File: src/lti_pkg.sv
// ----------------------------------------------------------------------------
// lti_pkg
// Shared types and constants for the looped timeline interpolator.
// ----------------------------------------------------------------------------
package lti_pkg;

    localparam int unsigned ROWS     = 256;
    localparam int unsigned ROW_AW   = $clog2(ROWS);
    localparam int unsigned NF       = 7;
    localparam int unsigned FW       = 3;
    localparam int unsigned VAL_AW   = ROW_AW + FW;
    localparam int unsigned VW       = 48;
    localparam int unsigned TW       = 32;
    localparam int unsigned NOW_W    = 64;
    localparam int unsigned RC_W     = 9;
    localparam int unsigned ST_W     = 3;
    localparam int unsigned CFG_AW   = 8;
    localparam int unsigned CFG_DW   = 16;
    localparam int unsigned DIF_W    = VW + 1;
    localparam int unsigned DL_W     = 24;
    localparam int unsigned PROD_W   = TW + DIF_W;
    localparam int unsigned CNT_W    = 7;

    localparam logic [1:0] FUNC_LOAD_T = 2'd0;
    localparam logic [1:0] FUNC_LOAD_V = 2'd1;
    localparam logic [1:0] FUNC_START  = 2'd2;
    localparam logic [1:0] FUNC_READ   = 2'd3;

    localparam logic [2:0] MEAS_OK     = 3'd0;
    localparam logic [2:0] MEAS_UNAVL  = 3'd1;
    localparam logic [2:0] MEAS_WARMUP = 3'd2;
    localparam logic [2:0] MEAS_STALE  = 3'd3;
    localparam logic [2:0] MEAS_ERROR  = 3'd4;
    localparam logic [2:0] MEAS_NS     = 3'd5;

    localparam logic [2:0] ROW_OK      = 3'd0;
    localparam logic [2:0] ROW_WARMUP  = 3'd1;
    localparam logic [2:0] ROW_STALE   = 3'd2;

    localparam logic [2:0] SLOT_NONE   = 3'd7;
    localparam logic [2:0] FIELD_LAST  = 3'd6;

    localparam logic [CFG_AW-1:0] REG_ROW_COUNT = 8'd0;
    localparam logic [CFG_AW-1:0] REG_INTERP    = 8'd1;
    localparam logic [CFG_AW-1:0] REG_MASK      = 8'd2;
    localparam logic [CFG_AW-1:0] REG_SENSOR    = 8'd3;

    typedef enum logic [4:0] {
        S_IDLE, S_PER_RD, S_PER_WT, S_PER_CHK, S_MOD, S_SCAN_INIT, S_SCAN,
        S_R0, S_R1, S_R2, S_V0, S_V1, S_V2, S_MUL0, S_MUL1, S_DIV, S_FIN, S_OUT
    } t_state;

    typedef enum logic [4:0] {
        OP_IDLE, OP_PER_RD, OP_PER_WT, OP_PER_CHK, OP_MOD, OP_SCAN_INIT, OP_SCAN,
        OP_R0, OP_R1, OP_R2, OP_V0, OP_V1, OP_V2, OP_MUL0, OP_MUL1, OP_DIV,
        OP_FIN, OP_OUT
    } t_op;

    typedef struct packed {
        t_op op;
    } t_cmd;

    typedef struct packed {
        logic started;
        logic period_zero;
        logic mod_done;
        logic scan_done;
        logic div_done;
        logic interp_go;
        logic last_field;
    } t_sts;

endpackage

File: src/lti_ctrl.sv
// ----------------------------------------------------------------------------
// lti_ctrl
// Sequencer that steps the datapath through one read.
// ----------------------------------------------------------------------------
module lti_ctrl
    import lti_pkg::*;
(
    input  logic       i_clk,
    input  logic       i_rst_n,
    input  logic       i_in_fire,
    input  logic [1:0] i_in_func,
    input  logic       i_out_fire,
    input  t_sts       i_sts,
    output t_cmd       o_cmd,
    output logic       o_in_ready,
    output logic       o_out_valid
);

    t_state r_state, n_state;

    always_ff @(posedge i_clk) begin
        if (!i_rst_n) begin
            r_state <= S_IDLE;
        end else begin
            r_state <= n_state;
        end
    end

    always_comb begin
        n_state = r_state;
        case (r_state)
            S_IDLE: begin
                if (i_in_fire && i_in_func == FUNC_READ) begin
                    n_state = i_sts.started ? S_PER_RD : S_OUT;
                end
            end
            S_PER_RD:    n_state = S_PER_WT;
            S_PER_WT:    n_state = S_PER_CHK;
            S_PER_CHK:   n_state = i_sts.period_zero ? S_R0 : S_MOD;
            S_MOD:       if (i_sts.mod_done) n_state = S_SCAN_INIT;
            S_SCAN_INIT: n_state = S_SCAN;
            S_SCAN:      if (i_sts.scan_done) n_state = S_R0;
            S_R0:        n_state = S_R1;
            S_R1:        n_state = S_R2;
            S_R2:        n_state = S_V0;
            S_V0:        n_state = S_V1;
            S_V1:        n_state = S_V2;
            S_V2:        n_state = i_sts.interp_go ? S_MUL0 : S_OUT;
            S_MUL0:      n_state = S_MUL1;
            S_MUL1:      n_state = S_DIV;
            S_DIV:       if (i_sts.div_done) n_state = S_FIN;
            S_FIN:       n_state = S_OUT;
            S_OUT: begin
                if (i_out_fire) begin
                    n_state = (!i_sts.started || i_sts.last_field) ? S_IDLE : S_V0;
                end
            end
            default:     n_state = S_IDLE;
        endcase
    end

    always_comb begin
        o_in_ready  = 1'b0;
        o_out_valid = 1'b0;
        o_cmd.op    = OP_IDLE;
        case (r_state)
            S_IDLE: begin
                o_in_ready = 1'b1;
                o_cmd.op   = OP_IDLE;
            end
            S_PER_RD:    o_cmd.op = OP_PER_RD;
            S_PER_WT:    o_cmd.op = OP_PER_WT;
            S_PER_CHK:   o_cmd.op = OP_PER_CHK;
            S_MOD:       o_cmd.op = OP_MOD;
            S_SCAN_INIT: o_cmd.op = OP_SCAN_INIT;
            S_SCAN:      o_cmd.op = OP_SCAN;
            S_R0:        o_cmd.op = OP_R0;
            S_R1:        o_cmd.op = OP_R1;
            S_R2:        o_cmd.op = OP_R2;
            S_V0:        o_cmd.op = OP_V0;
            S_V1:        o_cmd.op = OP_V1;
            S_V2:        o_cmd.op = OP_V2;
            S_MUL0:      o_cmd.op = OP_MUL0;
            S_MUL1:      o_cmd.op = OP_MUL1;
            S_DIV:       o_cmd.op = OP_DIV;
            S_FIN:       o_cmd.op = OP_FIN;
            S_OUT: begin
                o_out_valid = 1'b1;
                o_cmd.op    = OP_OUT;
            end
            default:     o_cmd.op = OP_IDLE;
        endcase
    end

endmodule

File: config.mk
export PLATFORM = sky130hd
export DESIGN_NAME = lti_ctrl
export DESIGN_NICKNAME = d
export VERILOG_FILES = /design/src/lti_pkg.sv /design/src/lti_ctrl.sv
export SDC_FILE = /design/constraint.sdc
export NUM_CORES = 1
export LEC_CHECK = 0
export ABC_AREA = 1
export BUFFER_PORTS_ARGS = -buffer_cell sky130_fd_sc_hd__buf_2
export CORE_AREA = 10 10 47 49
export DETAILED_ROUTE_END_ITERATION = 6
export DIE_AREA = 0 0 57 59
export GPL_TIMING_DRIVEN = 0
export PLACE_DENSITY = 0.67
export SYNTH_ARGS = -nofsm -noshare
export SYNTH_HDL_FRONTEND = slang
export SYNTH_SLANG_ARGS = --single-unit
File: constraint.sdc
create_clock -name i_clk -period 2.22 [get_ports i_clk]
set_clock_uncertainty 0.15 [all_clocks]
set_input_delay 0.333 -clock i_clk [delete_from_list [all_inputs] [get_ports i_clk]]
set_output_delay 0.333 -clock i_clk [all_outputs]
set_load 0.05 [all_outputs]
**Word-level counts from Yosys, hierarchy flattened**

Cells that the tools add are included.

- Output and inout port bits: 7
- Flip-flop bits (word level): 5
- Word-level logic and storage cells: 42
- Input bits: 13

- Muxes and demuxes: 13
- Eq/ne operators: 23
- Reduce and logical (&&, ||, !) cells: 5

Operators with widths:

| cell | number |
|---|---|
| $pmux 5 s18 | 1 |
| $pmux 5 s17 | 1 |
| $eq 5x4->1 const B | 8 |
| $mux 5 | 7 |
| $eq 5x3->1 const B | 4 |
| $eq 5x2->1 const B | 2 |
| $eq 5x5->1 const B | 2 |
| $ne 2x2->1 const B | 5 |
| $eq 5x1->1 const B | 1 |
| $logic_not 5->1 | 1 |
| $reduce_and 5->1 | 1 |
| $mux 4 | 1 |
| $eq 2x2->1 const B | 1 |
| $mux 1 | 2 |
| $mux 2 | 1 |
| $logic_and 1x1->1 | 1 |
| $logic_not 1->1 | 1 |
| $logic_or 1x1->1 | 1 |

**Depth between registers and ports, before layout**

Gate-level depths: netlist of run 1.

- Depth after elaboration: 5
- Mapped depth: 9
- Gate-level depth less buffers: 9

**Least setup slack after synthesis of run 1**

No wires, ideal clock.

- Path type: register to output
- Start: register r_state[3]
- End: output port o_cmd[4] (netlist name)
- Slack: 0.075 ns
- Cell stages (with the launch flop): 4
- Buffers on the path: 0
- Arrival time: 1.662 ns
- Data required time: 1.737 ns
- Cells stage by stage: dfxtp_1 > nor2_2 > inv_1 > nor3_1

RTL lines:

| what | line | RTL |
|---|---|---|
| start, declared | lti_ctrl.sv:19 | `t_state r_state, n_state;` |
| start signal, assigned | lti_ctrl.sv:25 | `r_state <= n_state;` |
| end, declared | lti_ctrl.sv:14 | `output t_cmd o_cmd,` |

**Worst setup path in the final report of run 1**

- Start: register r_state[1]
- End: output port o_in_ready

- Word-level cells in the longest chain between the ends: 2

RTL lines:

| what | line | RTL |
|---|---|---|
| $logic_not 5->1 | lti_ctrl.sv:66 | `case (r_state)` |
| $mux 1 | lti_ctrl.sv:66 |  |
| end, declared | lti_ctrl.sv:15 | `output logic o_in_ready,` |

No other way between the ends.

==> run summary, run 1 <==
syn_nets: 112
grt ovf: 0
Reg with most FFs: r_state
area grow syn2layout: 26.0%
# rows: 14
largest net degree at the start of global routing: 11
Syn Area/Cell: 5.50 µm²
vias per inst: 5.12
core footprint: 1400 µm²
final hold viol count: 0
Lkg Pwr: 0.378 nW
post-synthesis sequential area ratio: 0.184
diode count: 0
Worst Setup End Kind: output pin
synthesized area: 544 µm²
largest registers: r_state x5
Final period util: 0.855
DRT antenna net count: 0
area of the die: 3360 µm²
Final setup viols: 0
I/O Buffers: 19
Worst-Margin Slew: 0.365 ns
critical-path cell list: nor2_1 > nand2_1 > nor2_1 > buf_2
Starting Density: 0.388
post-synth cell types: 18
Startpoint Class: flop
predominant post-synthesis flop cell: dfxtp_1
max-slew violation count: 0
router iterations before antenna repair: 4
Synthesis Warnings: 0
Num CTS Buffers: 3
post-DP HPWL: 1.30 mm
Routed wire per std cell: 11.4 µm
max_slew headroom: 0.756
Max clock buf depth: 2
IO Pins: 20
min Tclk post-route: 1.90 ns
Max rail drop VDD: 0.377 mV
DP Cell Count: 134
Fmax: 527 MHz
Skew-Pair Late Insertion Delay: 0.25 ns
total global routing track utilization: 0.0935
RSZ-0062 raised after global routing: false
WL final: 1.58 mm
initial antenna violation count: 0
Async SR Flop Fraction: 0
initial DRC count: 21
setup TNS: 0 ns
Mapped Cells: 99
WS Path Type: reg -> out
Area contributors post-synth: dfxtp_1 18%, nand2_1 14%, nor2_1 13%
DR vias: 706
CP peak stage delay: 0.37 ns
# resized after CTS: 0
critical path fanouts, max: 7
clock sinks: 5
# DRC: 0
nets@finish: 136
global-route wire length before repair: 2.60 mm
CP max-delay cell: dfxtp_1
cell mode on critical path: nor2_1
Finished Layout Cells: 138
Yosys top cell area share: 0.184
# Post-CTS Setup Buffers: 0
H-tree depth: 1
number of global-route vias before repair: 637
HP Class: in -> reg
flops & latches, synth: 5
Clock Pin Slew Worst Setup and Hold Paths: 0.04 ns
DIE WIDTH: 57 µm
dominant cell type by area after synthesis: dfxtp_1
P per Cell Area: 673 nW/µm²
Worst Path Arrival: 1.41 ns
root buffer cell: clkbuf_4
Critical Path RT: 1.74 ns
Chip Height: 59 µm
layout cells sized above 1: 0.279
Post-synth EDFFs: 0
GP Congestion: 0.851
maxcap violations: 0
status: finished clean
CTS hold repair buffers: 0
clock tree from TritonCTS: yes
Largest register FFs: 5
-- synth_stat cells (2+ instances only) --
cell type / count
nor2_1: 19
nand3_1: 10
o211ai_1: 2
nand2_1: 21
nor2_4: 2
a21oi_1: 7
inv_1: 13
dfxtp_1: 5
inv_2: 3
nand4_1: 5
nor2_2: 3
nor3_1: 3
-- critical path, delay by kind of cell, from the launching register on --
family / cells / cell delay [ns]
and+or+nand+nor: 3 / 0.53
DFF: 1 / 0.37
buffers and inverters: 1 / 0.26
-- power by group --
| group | total, W | internal (W) | switching, W | leakage (nW) |
|---|---|---|---|---|
| Clock | 0.000106 | 0.0000680 | 0.0000383 | 0.0150 |
| Combinational | 0.000246 | 0.0000671 | 0.000179 | 0.323 |
| Sequential | 0.000109 | 0.0000997 | 0.00000973 | 0.0406 |
-- path summary, 6_finish.rpt --
check | startpoint | to | slack, ns | depth (start not counted)
max | r_state[1] | o_in_ready | 0.32 | 4
min | i_rst_n | r_state[2] | 0.23 | 3
max reg2reg | r_state[1] | r_state[2] | 0.70 | 7
min reg2reg | r_state[2] | r_state[2] | 0.39 | 2
-- cell type report --
cell class / count / area, µm²
multi-input combinational: 77 / 377
clock buffer: 4 / 26.3
timing repair buffer: 19 / 95.1
inverter: 16 / 60.1
sequential: 5 / 100
fill: 158 / 716
buffer: 1 / 7.51
tap: 16 / 20.0
-- layout by cell type, fill, tap and decap left out, drive strengths merged --
master,count
nor2,24
nand2,21
buf,20
inv,16
nand3,10
a21oi,8
nand4,5
dfxtp,5
clkbuf,4
nor3,3
o211ai,2
o21ai,1
or2,1
o21bai,1
nand3b,1
-- layer usage --
| layer | share of wire | vias to the layer above | GRT usage | routed length (µm) |
|---|---|---|---|---|
| li1 | - | 366 | - | - |
| met1 | 0.45 | 307 | 0.100 | 708 |
| met2 | 0.45 | 28 | 0.158 | 717 |
| met3 | 0.070 | 5 | 0.0279 | 110 |
| met4 | 0.026 | 0 | 0.0570 | 41 |
| met5 | 0 | - | 0 | 0 |
-- stage by stage --
step                      cell area (µm²)  total power, W  utilization  worst slack, ns  hold slack (ns)
after global placement                659        0.000356        0.471            0.564            0.381
after floorplan                       544        0.000299            -           0.0749            0.354
after global routing                  686        0.000493        0.489            0.186            0.257
after detailed placement              659        0.000357        0.471            0.573            0.388
after CTS                             686        0.000466        0.489            0.313            0.229
final                                 686        0.000462        0.489            0.322            0.228
-- kinds of logic (layout without fill, tap and decap cells) --
| kind of cell | Yosys count | in the layout | synth area share |
|---|---|---|---|
| compound gates | 12 | 12 | 0.131 |
| buf+inv | 17 | 40 | 0.124 |
| simple gates | 65 | 65 | 0.561 |
| flops | 5 | 5 | 0.184 |
(Power assumes the default switching activity.)
==> run 2, diff against run 1 <==
- PLACE_DENSITY: 0.67 -> unset
- PLACE_DENSITY_LB_ADDON: unset -> 0.15
==> run 2 against run 1 <==
Cell count did not move. Non-clock buffer count did not move. Total power rose by 0.13%. Worst setup slack got worse by 0.079 ns.
==> run summary, run 2 (synthesized netlist as in run 1, its figures left out) <==
status: finished clean
sequential fraction of design power: 0.238 (about the same)
Fmax: 506 MHz (-4.0%)
min Tclk post-route: 1.98 ns (+0.0785 ns)
Worst Path Arrival: 1.49 ns (+0.08 ns)
hold slack final: 0.224 ns (-0.00324 ns)
# rows: 14 (unchanged)
hold_sp: i_rst_n
grt ovf: 0 (unchanged)
reg2reg start: r_state[1]
Final period util: 0.890 (+0.0354)
WL final: 1.60 mm (+1.6%)
diode count: 0 (unchanged)
Psw: 0.000227 W (+0.32%)
Lkg Pwr: 0.378 nW (unchanged)
total global routing track utilization: 0.0987 (+0.00511)
max-slew violation count: 0 (unchanged)
post-DP HPWL: 1.33 mm (+2.9%)
clock sinks: 5 (unchanged)
area grow syn2layout: 26.0% (unchanged)
Worst Path Buf+Inv: 1 (unchanged)
Worst-Margin Slew: 0.430 ns (+0.0651 ns)
max_slew headroom: 0.712 (-0.0436)
CP peak stage delay: 0.38 ns (about the same)
router iterations before antenna repair: 4 (unchanged)
I/O Buffers: 19 (unchanged)
# Post-CTS Setup Buffers: 0 (unchanged)
largest registers: r_state x5
finished layout cell area: 686 µm² (unchanged)
P per Cell Area: 674 nW/µm² (+0.13%)
Max clock buf depth: 2 (unchanged)
Sw Ratio: 0.492 (+0.000938)
DR vias: 708 (+0.28%)
setup TNS: 0 ns (unchanged)
IO Pins: 20 (unchanged)
Worst Setup End Kind: output pin
initial DRC count: 16 (-24%)
area of the die: 3360 µm² (unchanged)
Largest register FFs: 5 (unchanged)
RSZ-0062 raised after global routing: false
critical-path cell list: nor2_1 > nand2_1 > nor2_1 > buf_2
nets@finish: 136 (unchanged)
cell mode on critical path: nor2_1
maxcap violations: 0 (unchanged)
DP Cell Count: 134 (unchanged)
most frequent cells in the layout: 21 x nand2_1, 19 x nor2_1, 19 x buf_2, 13 x inv_1, 10 x nand3_1
DRT antenna net count: 0 (unchanged)
core footprint: 1400 µm² (unchanged)
vias per inst: 5.13 (+0.28%)
Worst setup startpoint: r_state[1]
Clock Pin Slew Worst Setup and Hold Paths: 0.04 ns (about the same)
number of global-route vias before repair: 664 (+4.2%)
clock tree from TritonCTS: yes
H-tree depth: 1 (unchanged)
# DRC: 0 (unchanged)
Starting Density: 0.388 (unchanged)
final hold viol count: 0 (unchanged)
root buffer cell: clkbuf_4
Chip Height: 59 µm (unchanged)
GP Congestion: 0.792 (-6.8%)
Logic pwr share: 0.534 (about the same)
Final setup viols: 0 (unchanged)
Skew-Pair Late Insertion Delay: 0.24 ns (about the same)
global-route wire length before repair: 2.70 mm (+3.7%)
Cell Int Power: 0.000235 W (about the same)
delay-heaviest family, CP: simple AND/OR/NAND/NOR gates
critical path fanouts, max: 7 (unchanged)
initial antenna violation count: 0 (unchanged)
Reg with most FFs: r_state
Num CTS Buffers: 3 (unchanged)
layout cells sized above 1: 0.279 (unchanged)
Clk pwr share: 0.228 (-0.002)
WS Path Type: reg -> out
# resized after CTS: 0 (unchanged)
most common cell after layout, fill and taps aside: nand2_1
placed cell area: 659 µm² (unchanged)
Startpoint Class: flop
Critical Path RT: 1.74 ns (about the same)
HP Class: in -> reg
largest net degree at the start of global routing: 11 (unchanged)
DIE WIDTH: 57 µm (unchanged)
Routed wire per std cell: 11.6 µm (+1.6%)
CTS hold repair buffers: 0 (unchanged)
Max rail drop VDD: 0.346 mV (-8.4%)
CP max-delay cell: dfxtp_1
Finished Layout Cells: 138 (unchanged)
[run 2: path summary, 6_finish.rpt]
path	cells past startpoint	end	slack [ns]
setup / recovery	4	o_in_ready	0.24
hold / removal	3	r_state[2]	0.22
setup reg to reg	7	r_state[2]	0.62
hold reg to reg	2	r_state[2]	0.38
[run 2: area by class of cell]
class                      instances  area, µm²
multi-input combinational         77        377
timing repair buffer              19       95.1
tap                               16       20.0
inverter                          16       60.1
fill                             160        716
clock buffer                       4       26.3
buffer                             1       7.51
sequential                         5        100
[run 2: metrics by stage]
stage / setup WS, ns / total power, W / utilization
5_1_grt: 0.186 / 0.000498 / 0.489
3_5_place_dp: 0.550 / 0.000358 / 0.471
3_3_place_gp: 0.555 / 0.000356 / 0.471
4_1_cts: 0.275 / 0.000467 / 0.489
6_report: 0.244 / 0.000462 / 0.489
2_1_floorplan: 0.0749 / 0.000299 / -
[run 2: power groups by stage]
stage / Sequential [W] / Clock, W / Combinational, W
6_report: 0.000110 / 0.000105 / 0.000247
5_1_grt: 0.000112 / 0.000116 / 0.000271
4_1_cts: 0.000110 / 0.000110 / 0.000247
3_5_place_dp: 0.000111 / 0 / 0.000247
3_3_place_gp: 0.000111 / 0 / 0.000245
2_1_floorplan: 0.000109 / 0 / 0.000190
[run 2: routing by layer]
metal  up-vias  GRT usage  share of wire
met4         0     0.0772          0.029
met3         5     0.0215          0.047
met1       319      0.106           0.43
met2        16      0.164           0.49
li1        368          -              -
met5         -          0              0
[run 2: worst reg2reg max path, cell delays in order (launching register included)]
cell      delay [ns]
dfxtp_1         0.38
nor2_1          0.38
nand2_1         0.13
nor2_1          0.11
o21bai_1        0.09
nand3_1         0.13
nand2_1         0.07
a21oi_2         0.11
